`src/hw/rtl/hamming_12_8_stream_decoder_top_macros.svh`:
```
// assertion macros for the hamming 12/8 stream decoder
`ifndef HAMMING_12_8_STREAM_DECODER_TOP_MACROS_SVH
`define HAMMING_12_8_STREAM_DECODER_TOP_MACROS_SVH

// same-cycle implication
`define HSD_ASSERT_NOW(label, ante, cons, msg) \
  label: assert property (@(posedge clk) disable iff (!rst_n) (ante) |-> (cons)) \
    else $error(msg);

// next-cycle implication
`define HSD_ASSERT_NEXT(label, ante, cons, msg) \
  label: assert property (@(posedge clk) disable iff (!rst_n) (ante) |=> (cons)) \
    else $error(msg);

`endif

```
`src/hw/rtl/hsd_pkg.sv`:
```
// shared types and decode function for the hamming 12/8 stream decoder
`default_nettype none
package hsd_pkg;

  localparam int unsigned WORD_W  = 24;
  localparam int unsigned CW_W    = 12;
  localparam int unsigned BYTE_W  = 8;

  typedef logic [WORD_W-1:0] group_word_t;

  typedef struct packed {
    logic        valid;
    group_word_t word;
  } hsd_push_t;

  typedef struct packed {
    logic        valid;
    group_word_t word;
  } hsd_head_t;

  function automatic logic [BYTE_W-1:0] hsd_decode(input logic [CW_W-1:0] cw_in);
    logic [CW_W-1:0]   cw;
    logic [3:0]        syn;
    logic [BYTE_W-1:0] data;
    cw  = cw_in;
    syn = '0;
    for (int p = 1; p <= 12; p++) begin
      for (int c = 0; c < 4; c++) begin
        if (p[c]) begin
          syn[c] = syn[c] ^ cw[12-p];
        end
      end
    end
    if (syn inside {[4'd1:4'd12]}) begin
      cw = cw ^ (12'b1 << (4'd12 - syn));
    end
    data = {cw[9], cw[7], cw[6], cw[5], cw[3], cw[2], cw[1], cw[0]};
    return data;
  endfunction

endpackage
`default_nettype wire

```
`src/hw/rtl/hsd_front.sv`:
```
// front end: gathers three bytes into one group word
`default_nettype none
module hsd_front
  import hsd_pkg::*;
(
  input  wire logic        clk,
  input  wire logic        rst_n,
  input  wire logic        in_valid,
  output logic             in_stall,
  input  wire logic [7:0]  in_byte,
  input  wire logic        q_full,
  output hsd_push_t        push
);

  logic [1:0]  count_r, count_nxt;
  logic [15:0] held_r, held_nxt;
  logic        in_fire;

  assign in_stall = q_full;
  assign in_fire  = in_valid && !in_stall;

  always_comb begin
    count_nxt  = count_r;
    held_nxt   = held_r;
    push.valid = 1'b0;
    push.word  = {held_r, in_byte};
    if (in_fire) begin
      case (count_r)
        2'd1: begin
          held_nxt  = {held_r[15:8], in_byte};
          count_nxt = 2'd2;
        end
        2'd2: begin
          push.valid = 1'b1;
          count_nxt  = 2'd0;
        end
        default: begin
          held_nxt  = {in_byte, held_r[7:0]};
          count_nxt = 2'd1;
        end
      endcase
    end
  end

  always_ff @(posedge clk) begin
    if (!rst_n) begin
      count_r <= 2'd0;
    end else begin
      count_r <= count_nxt;
    end
  end

  always_ff @(posedge clk) begin
    held_r <= held_nxt;
  end

endmodule
`default_nettype wire

```
`src/hw/rtl/hsd_queue.sv`:
```
// two-entry queue of group words between front and back
`default_nettype none
module hsd_queue
  import hsd_pkg::*;
(
  input  wire logic      clk,
  input  wire logic      rst_n,
  input  wire hsd_push_t push,
  output logic           full,
  output hsd_head_t      head,
  input  wire logic      pop
);

`include "hamming_12_8_stream_decoder_top_macros.svh"

  group_word_t slot_r [2];
  logic        wr_ptr_r, wr_ptr_nxt;
  logic        rd_ptr_r, rd_ptr_nxt;
  logic [1:0]  cnt_r, cnt_nxt;
  logic        do_push, do_pop;

  assign full       = (cnt_r == 2'd2);
  assign head.valid = (cnt_r != 2'd0);
  assign head.word  = slot_r[rd_ptr_r];
  assign do_push    = push.valid && !full;
  assign do_pop     = pop && head.valid;

  always_comb begin
    wr_ptr_nxt = wr_ptr_r;
    rd_ptr_nxt = rd_ptr_r;
    cnt_nxt    = cnt_r;
    if (do_push) begin
      wr_ptr_nxt = !wr_ptr_r;
    end
    if (do_pop) begin
      rd_ptr_nxt = !rd_ptr_r;
    end
    if (do_push && !do_pop) begin
      cnt_nxt = cnt_r + 2'd1;
    end else if (!do_push && do_pop) begin
      cnt_nxt = cnt_r - 2'd1;
    end
  end

  always_ff @(posedge clk) begin
    if (!rst_n) begin
      wr_ptr_r <= 1'b0;
      rd_ptr_r <= 1'b0;
      cnt_r    <= 2'd0;
    end else begin
      wr_ptr_r <= wr_ptr_nxt;
      rd_ptr_r <= rd_ptr_nxt;
      cnt_r    <= cnt_nxt;
    end
  end

  always_ff @(posedge clk) begin
    if (do_push) begin
      slot_r[wr_ptr_r] <= push.word;
    end
  end

  `HSD_ASSERT_NOW(a_no_push_when_full, push.valid, !full, "group pushed into full queue")
  `HSD_ASSERT_NOW(a_no_pop_when_empty, pop, head.valid, "pop from empty queue")
  `HSD_ASSERT_NOW(a_count_in_range, 1'b1, cnt_r != 2'd3, "queue count out of range")

endmodule
`default_nettype wire

```
`src/hw/rtl/hsd_back.sv`:
```
// back end: corrects and emits the two data bytes of each group word
`default_nettype none
module hsd_back
  import hsd_pkg::*;
(
  input  wire logic       clk,
  input  wire logic       rst_n,
  input  wire hsd_head_t  head,
  output logic            pop,
  output logic            out_valid,
  input  wire logic       out_stall,
  output logic [7:0]      out_byte,
  output logic            out_last
);

`include "hamming_12_8_stream_decoder_top_macros.svh"

  logic       phase_r, phase_nxt;
  logic       valid_r, valid_nxt;
  logic [7:0] byte_r, byte_nxt;
  logic       last_r, last_nxt;
  logic       adv;
  logic       out_fire;

  assign adv       = !valid_r || !out_stall;
  assign out_fire  = valid_r && !out_stall;
  assign out_valid = valid_r;
  assign out_byte  = byte_r;
  assign out_last  = last_r;

  always_comb begin
    phase_nxt = phase_r;
    valid_nxt = valid_r;
    byte_nxt  = byte_r;
    last_nxt  = last_r;
    pop       = 1'b0;
    if (adv) begin
      valid_nxt = head.valid;
      if (head.valid) begin
        byte_nxt  = phase_r ? hsd_decode(head.word[11:0]) : hsd_decode(head.word[23:12]);
        last_nxt  = phase_r;
        phase_nxt = !phase_r;
        pop       = phase_r;
      end
    end
  end

  always_ff @(posedge clk) begin
    if (!rst_n) begin
      phase_r <= 1'b0;
      valid_r <= 1'b0;
    end else begin
      phase_r <= phase_nxt;
      valid_r <= valid_nxt;
    end
  end

  always_ff @(posedge clk) begin
    byte_r <= byte_nxt;
    last_r <= last_nxt;
  end

  `HSD_ASSERT_NOW(a_phase_has_word, phase_r, head.valid, "second half pending without a word")
  `HSD_ASSERT_NEXT(a_second_follows, out_fire && !last_r, valid_r && last_r,
    "second byte of group not ready after first")
  `HSD_ASSERT_NEXT(a_pop_resets_phase, pop, !phase_r, "phase not cleared after pop")

endmodule
`default_nettype wire

```
`src/hw/rtl/hamming_12_8_stream_decoder_top.sv`:
```
// top level of the hamming 12/8 stream decoder
`default_nettype none
// Takes one raw byte per cycle while in_stall is low; every third byte completes
// a 24-bit group that holds two 12-bit codewords, each single-error corrected
// and emitted as one data byte (the second with out_last set). Sustained input
// rate is one byte per cycle while the queue has room; the output register emits
// at most one byte per cycle, so two bytes per group leave ample slack. The first
// data byte of a group goes through a queue slot and the output register; the
// second follows in the cycle after the first is taken. A two-entry group queue
// between gather and decode lets the input keep running while the output is
// stalled, until that queue fills. Syndromes 13 to 15 leave the codeword
// uncorrected; a partial trailing group produces nothing.
module hamming_12_8_stream_decoder_top
  import hsd_pkg::*;
(
  input  wire logic       clk,
  input  wire logic       rst_n,
  input  wire logic       in_valid,
  output logic            in_stall,
  input  wire logic [7:0] in_byte,
  output logic            out_valid,
  input  wire logic       out_stall,
  output logic [7:0]      out_byte,
  output logic            out_last
);

  hsd_push_t push;
  hsd_head_t head;
  logic      q_full;
  logic      pop;

  hsd_front u_front (
    .clk      (clk),
    .rst_n    (rst_n),
    .in_valid (in_valid),
    .in_stall (in_stall),
    .in_byte  (in_byte),
    .q_full   (q_full),
    .push     (push)
  );

  hsd_queue u_queue (
    .clk   (clk),
    .rst_n (rst_n),
    .push  (push),
    .full  (q_full),
    .head  (head),
    .pop   (pop)
  );

  hsd_back u_back (
    .clk       (clk),
    .rst_n     (rst_n),
    .head      (head),
    .pop       (pop),
    .out_valid (out_valid),
    .out_stall (out_stall),
    .out_byte  (out_byte),
    .out_last  (out_last)
  );

endmodule
`default_nettype wire

```
`config.mk`:
```
export PLATFORM = sky130hd
export DESIGN_NAME = hamming_12_8_stream_decoder_top
export DESIGN_NICKNAME = d
export VERILOG_FILES = /design/src/hw/rtl/hsd_pkg.sv /design/src/hw/rtl/hsd_front.sv /design/src/hw/rtl/hsd_queue.sv /design/src/hw/rtl/hsd_back.sv /design/src/hw/rtl/hamming_12_8_stream_decoder_top.sv
export VERILOG_INCLUDE_DIRS = /design/src /design/src/hw/rtl
export SDC_FILE = /design/constraint.sdc
export NUM_CORES = 1
export LEC_CHECK = 0
export BUFFER_PORTS_ARGS = -buffer_cell sky130_fd_sc_hd__buf_2
export CAP_MARGIN = 20
export CELL_PAD_IN_SITES_DETAIL_PLACEMENT = 0
export CELL_PAD_IN_SITES_GLOBAL_PLACEMENT = 1
export CORE_MARGIN = 2
export CORE_UTILIZATION = 37
export DETAILED_ROUTE_END_ITERATION = 8
export HOLD_SLACK_MARGIN = 0.02
export PLACE_DENSITY = 0.68
export SYNTH_ARGS = -nofsm -noshare
export SYNTH_HDL_FRONTEND = slang
export SYNTH_SLANG_ARGS = --single-unit
export TNS_END_PERCENT = 1
```
`constraint.sdc`:
```
create_clock -name clk -period 5.7 [get_ports clk]
set_input_delay 0.57 -clock clk [delete_from_list [all_inputs] [get_ports clk]]
set_output_delay 0.57 -clock clk [all_outputs]
set_load 0.005 [all_outputs]
```
# Word-level counts from Yosys, hierarchy flattened

Memory sizes are Yosys's and may differ from the RTL's. A register that Yosys moved wholly into a read port is not among the register bits.
Cells that the tools add are included.

Register bits after elaboration: 33
Bits in latches: 0
Bits in writable memories: 48
Bits in read-only memories: 0
Bits of input ports: 12
Output and inout bits: 11
Word-level logic and storage cells: 188
Memories: 1

Memory list:

| name           | depth | bits a word | rd ports | clocked after Yosys merged registers in | wr ports | RTL line        | source |
|---|---|---|---|---|---|---|---|
| u_queue.slot_r | 2     | 24          | 1        | 1                                       | 1        | hsd_queue.sv:16 | `group_word_t slot_r [2];` |

Add/sub/neg operators: 4
Multipliers: 0
Div/mod/pow operators: 0
Order comparisons: 4
Equal/unequal tests: 3
Shift operators: 2
Multiplexer cells: 103
Bitwise gates (word level): 40
Reduce and logical (&&, ||, !) cells: 21

Operator list:

| operator                                                                             | number |
|---|---|
| 1-bit two-way mux                                                                    | 96 |
| 1-bit bitwise XOR                                                                    | 36 |
| 16-bit one-hot mux with 2 select lines                                               | 1 |
| 10-bit two-way mux                                                                   | 2 |
| 1-bit by 4-bit left shift with 10-bit output (first input constant)                  | 2 |
| 10-bit bitwise XOR                                                                   | 2 |
| 4-bit by 1-bit greater-or-equal comparator with 1-bit output (second input constant) | 2 |
| 4-bit less-or-equal comparator (second input constant)                               | 2 |
| 1-bit logical NOT                                                                    | 8 |
| 8-bit two-way mux                                                                    | 1 |
| 4-bit subtractor (first input constant)                                              | 2 |
| 1-bit logical AND                                                                    | 7 |
| 3-bit AND reduction                                                                  | 2 |
| 2-bit equality test (second input constant)                                          | 2 |
| 2-bit two-way mux                                                                    | 2 |
| 2-bit one-hot mux with 2 select lines                                                | 1 |
| 2-bit nonzero test                                                                   | 2 |
| 2-bit by 1-bit adder with 2-bit output (second input constant)                       | 1 |
| 2-bit by 1-bit equality test with 1-bit output (second input constant)               | 1 |
| 1-bit inverter                                                                       | 2 |
| 2-bit AND reduction                                                                  | 1 |
| 2-bit by 1-bit subtractor with 2-bit output (second input constant)                  | 1 |
| 1-bit logical OR                                                                     | 1 |

# Depth between registers and ports, before layout

Depth in word-level cells: 23
Depth in mapped cells: 8
Gate-level depth less buffers: 8

# By module

A second synthesis with hierarchy kept.

Cell total of the unflattened synthesis: 248
Area, all modules: 3,947.5 µm²

By module, submodules not included:

| module    | instances | cells an instance | area an instance (µm²) |
|---|---|---|---|
| hsd_queue | 1         | 100               | 1,968.1 |
| hsd_back  | 1         | 90                | 1,158.6 |
| hsd_front | 1         | 58                | 820.8 |

# Least setup slack after synthesis

OpenSTA, ideal clock, no wires.

Kind: input-to-reg
Start: input port in_valid
End: memory u_queue.slot_r[0][0] (netlist bit) (enable)
Setup time: 0.406 ns
Arrival: 2.031 ns
Data required time: 5.294 ns
Path slack: 3.263 ns
Stages on the path: 3
Cell sequence: nor2b_1 nand2_1 nor2_1

Cells in the longest elaborated chain, start to end: 5

Ends and longest elaborated chain:

| item                                    | RTL line                              | source |
|---|---|---|
| start: declaration                      | hamming_12_8_stream_decoder_top.sv:18 | `input wire logic in_valid,` |
| 1-bit logical AND                       | hsd_front.sv:20                       | `assign in_fire = in_valid && !in_stall;` |
| 1-bit two-way mux                       | hsd_front.sv:27                       | `if (in_fire) begin` |
| 1-bit logical AND                       | hsd_queue.sv:25                       | `assign do_push = push.valid && !full;` |
| 1-bit two-way mux                       | hsd_queue.sv:58                       | `if (do_push) begin` |
| 1-bit two-way mux (implied by the code) | hsd_queue.sv:59                       | `slot_r[wr_ptr_r] <= push.word;` |
| end: declaration                        | hsd_queue.sv:16                       |  |

No other way between the ends.

==> summary.txt <==
Place
  – Routability cong.: 0.737
  – Number of placed instances, taps included: 427
  – Dpl hpwl: 5100 um
  – Port Buffer Count: 22
  – Worst setup slack before clock tree synthesis: 2.40 ns

Detailed routing
  – Total wire length after detailed routing: 7080 um
  – Post-route ant nets: 0
  – Average vias per placed instance: 4.76
  – DRT Pass-1 Iters: 4
  – Count of unresolved DRC violations after routing: 0
  – DRC marker count from the first detailed-route iteration: 92
  – Detailed-route wire length per cell: 15.9 um
  – Via count: 2113

Global route
  – Met3 track utilization from global routing: 3.44%
  – Wire length of the first global-routing pass: 11500 um
  – Pin count of the biggest net entering global routing: 30
  – Via count of the first global-routing pass: 2155
  – Top Usage Layer GRT: met2
  – Grt total ovfl: 0
  – All-Layer GR Usage: 13.3%
  – Antenna violations before repair: 0
  – GR met2 Demand/Resource: 21.1%
  – Met1 usage: 17.9%

Pwr
  – Net Switching: 0.000289 W
  – P per Cell Area: 270 nW/um^2
  – Switching part of the total: 23.8%
  – Clock power share: 34.6%
  – IR Drop Worst-Case VDD: 0.125 mV
  – Total Power Consumption: 0.00122 W
  – Comb pwr share: 8.7%
  – Part of the total power dissipated in sequential elements: 56.7%
  – Internal Dissipation: 0.000926 W
  – Reported leakage power: 1.55 nW

Layout
  – Proportion of layout cells with a drive suffix above 1: 20.1%
  – Antenna Diode Count: 0
  – Non-filler cells in the finished layout: 444
  – Layout filler cell count: 1040
  – Area growth from synthesis to layout: 11.7%
  – Number of nets in the finished design: 315

Setup path
  – Crit path max fanout: 29
  – Crit path largest cell delay: 0.99 ns
  – Series of cell instances along the critical path: mux2i_2 > xor3_1 > xor2_2 > nor4_4 > nor2_1 > a2111oi_1
  – Critical Path End Type: flip-flop
  – Startpoint Class: flip-flop
  – Crit path required time: 5.80 ns
  – Internal reg-to-reg setup slack: 2.41 ns
  – CP Class: flip-flop to flip-flop
  – Critical Path Slowest Stage Cell: dfxtp_2
  – Worst Reg-to-Reg Cells: 6
  – Endpoint of the worst register-to-register path: u_back.out_byte[7]
  – Critical path endpoint: u_back.out_byte[7]
  – Arrival time at the worst endpoint: 3.38 ns

Logic synthesis
  – Part of the Yosys area used for sequential elements: 59.0%
  – Main flop type after synthesis: edfxtp_1
  – Top cell type's share of synthesized area: 54.5%
  – Combined area of all synthesized cells: 4020 um^2
  – Yosys warnings: 0
  – Post-Synthesis Cells: 270
  – Leading post-synthesis cells by instance count: edfxtp_1, xor2_1, mux2i_1, xnor2_1, and2_1
  – Library cell with the highest instance count after synthesis: edfxtp_1
  – Share of async-settable or async-resettable flops after synthesis: 0%
  – Top cell type by total area after synthesis: edfxtp_1
  – Synthesized area divided by synthesized cell count: 14.9 um^2
  – Synth cell types: 45
  – Cells taking the most area after synthesis: edfxtp_1, mux2i_1, xor2_1
  – Synthesized netlist net count: 286
  – Synthesized flop and latch total: 82
  – EDFF count, synth: 73

Clocking
  – CTS Hold Buffers Added: 0
  – Number of setup buffers added after CTS: 0
  – Master cell of the clock root buffer: clkbuf_8
  – Later-pin clock latency in the skew report: 0.35 ns
  – Bufs on Longest Clock Path: 2
  – Clock input transition at the sequential cells of the worst setup and hold paths: 0.09 ns
  – Htree depth: 3
  – CTS Buf Count: 9
  – Clock tree from TritonCTS: built
  – Number of sinks on the clock net: 82
  – Count of instances resized after the clock tree is built: 0

STA
  – Post-layout worst setup margin: 2.41 ns
  – Final setup violation count: 0
  – Min Tclk post-route: 3.29 ns
  – Achievable Freq: 304 MHz
  – Max-slew headroom at the worst pin: 31.0%
  – Max-slew violation total from the final report: 0
  – Hold Fails Final Rpt: 0
  – Post-route clock period utilization: 57.6%
  – Worst clock skew: 0.0118 ns
  – Final-layout setup total negative slack: 0 ns
  – Setup repair after global routing missed its margin: false
  – Worst Tran Pin Value: 1.03 ns

Status
  – Outcome: finished, final reports clean

Job
  – Max-cap viol count: 0

Floorplanning
  – Core Footprint: 10700 um^2
  – Width of the die: 108 um
  – Die Height: 108 um
  – Die outline area: 11700 um^2
  – Count of standard-cell rows: 38
  – Effective utilization at floorplan: 37.4%
  – Io pins: 23

Hold path
  – Classification of the worst-slack hold path: input pin to flip-flop
-- flip-flops by register name, summed over array words and instances, names as in the netlist, named ones only --
name              flops
u_queue.slot_r       48
u_queue.wr_ptr_r      1
u_queue.rd_ptr_r      1
u_back.out_valid      1
u_front.count_r       2
u_queue.cnt_r         2
u_back.phase_r        1
u_back.out_last       1
u_front.held_r       16
u_back.out_byte       8
-- worst min-delay path by stage --
stage	start	endpoint	slack, ns	cells past startpoint
final	in_byte[5]	u_queue.slot_r[0][5]	0.45	1
after global routing	in_byte[5]	u_queue.slot_r[0][5]	0.43	1
after CTS	in_byte[5]	u_queue.slot_r[0][5]	0.41	1
after detailed placement	u_front.held_r[9]	u_queue.slot_r[0][17]	0.43	0
after global placement	u_front.held_r[15]	u_queue.slot_r[0][23]	0.42	0
after floorplan	u_front.held_r[2]	u_queue.slot_r[0][10]	0.42	0
-- kinds of logic after synthesis --
group,count (synthesis),share of synthesized area [%]
multiplexers,30,9.02
XOR/XNOR,49,13.7
adder cells (fa/ha/maj),4,1.24
buffers and inverters,10,1.71
AND/OR/NAND/NOR,74,10.9
AO/OA/AOI/OAI,21,4.42
flip-flops,82,59.0
-- stage by stage --
step	instance area [um^2]	util, %	hold WS [ns]
2_1_floorplan	4020	-	0.421
3_3_place_gp	4270	39.7	0.423
3_5_place_dp	4270	39.7	0.430
4_1_cts	4470	41.6	0.412
5_1_grt	4490	41.8	0.428
6_report	4490	41.8	0.446
-- layout make-up --
cell class | count | area, um^2 | share of cell area (%)
Clock buffer | 9 | 124 | 2.76
Inverter | 4 | 15.0 | 0.334
Clock inverter | 7 | 76.3 | 1.70
Tap cell | 140 | 175 | 3.90
Sequential cell | 82 | 2370 | 52.8
Multi-Input combinational cell | 178 | 1580 | 35.3
Timing Repair Buffer | 24 | 145 | 3.23
-- routing by layer --
metal / wire (um) / vias up / share of wire, %
met5: 0 / - / 0
met4: 47 / 0 / 0.66
met3: 187 / 2 / 2.6
met2: 3330 / 31 / 47
met1: 3520 / 1026 / 50
li1: - / 1054 / -
-- placed cells by master (no fill, tap or decap), types with 9 or more instances in the layout --
| cell | n |
|---|---|
| clkbuf_8 | 9 |
| and2_1 | 15 |
| nor2b_1 | 13 |
| nand2_1 | 11 |
| mux2i_1 | 19 |
| nor2_1 | 12 |
| xnor2_1 | 18 |
| buf_2 | 22 |
| edfxtp_1 | 73 |
| xor2_1 | 21 |
-- worst max-delay path: cells and delay by family, from the launching register on --
| kind | cells | cell delay (ns) |
|---|---|---|
| flip-flops | 1 | 0.99 |
| XOR/XNOR | 2 | 0.76 |
| AO/OA/AOI/OAI | 1 | 0.47 |
| multiplexers | 1 | 0.41 |
| AND/OR/NAND/NOR | 2 | 0.40 |
-- power by group through the flow --
stage | clock (W) | sequential (W) | combinational, W
2_1_floorplan | 0 | 0.000698 | 0.0000788
3_3_place_gp | 0 | 0.000702 | 0.000105
3_5_place_dp | 0 | 0.000703 | 0.000106
4_1_cts | 0.000440 | 0.000689 | 0.000107
5_1_grt | 0.000458 | 0.000692 | 0.000119
6_report | 0.000421 | 0.000689 | 0.000105
Power figures use the tool's default switching activity.
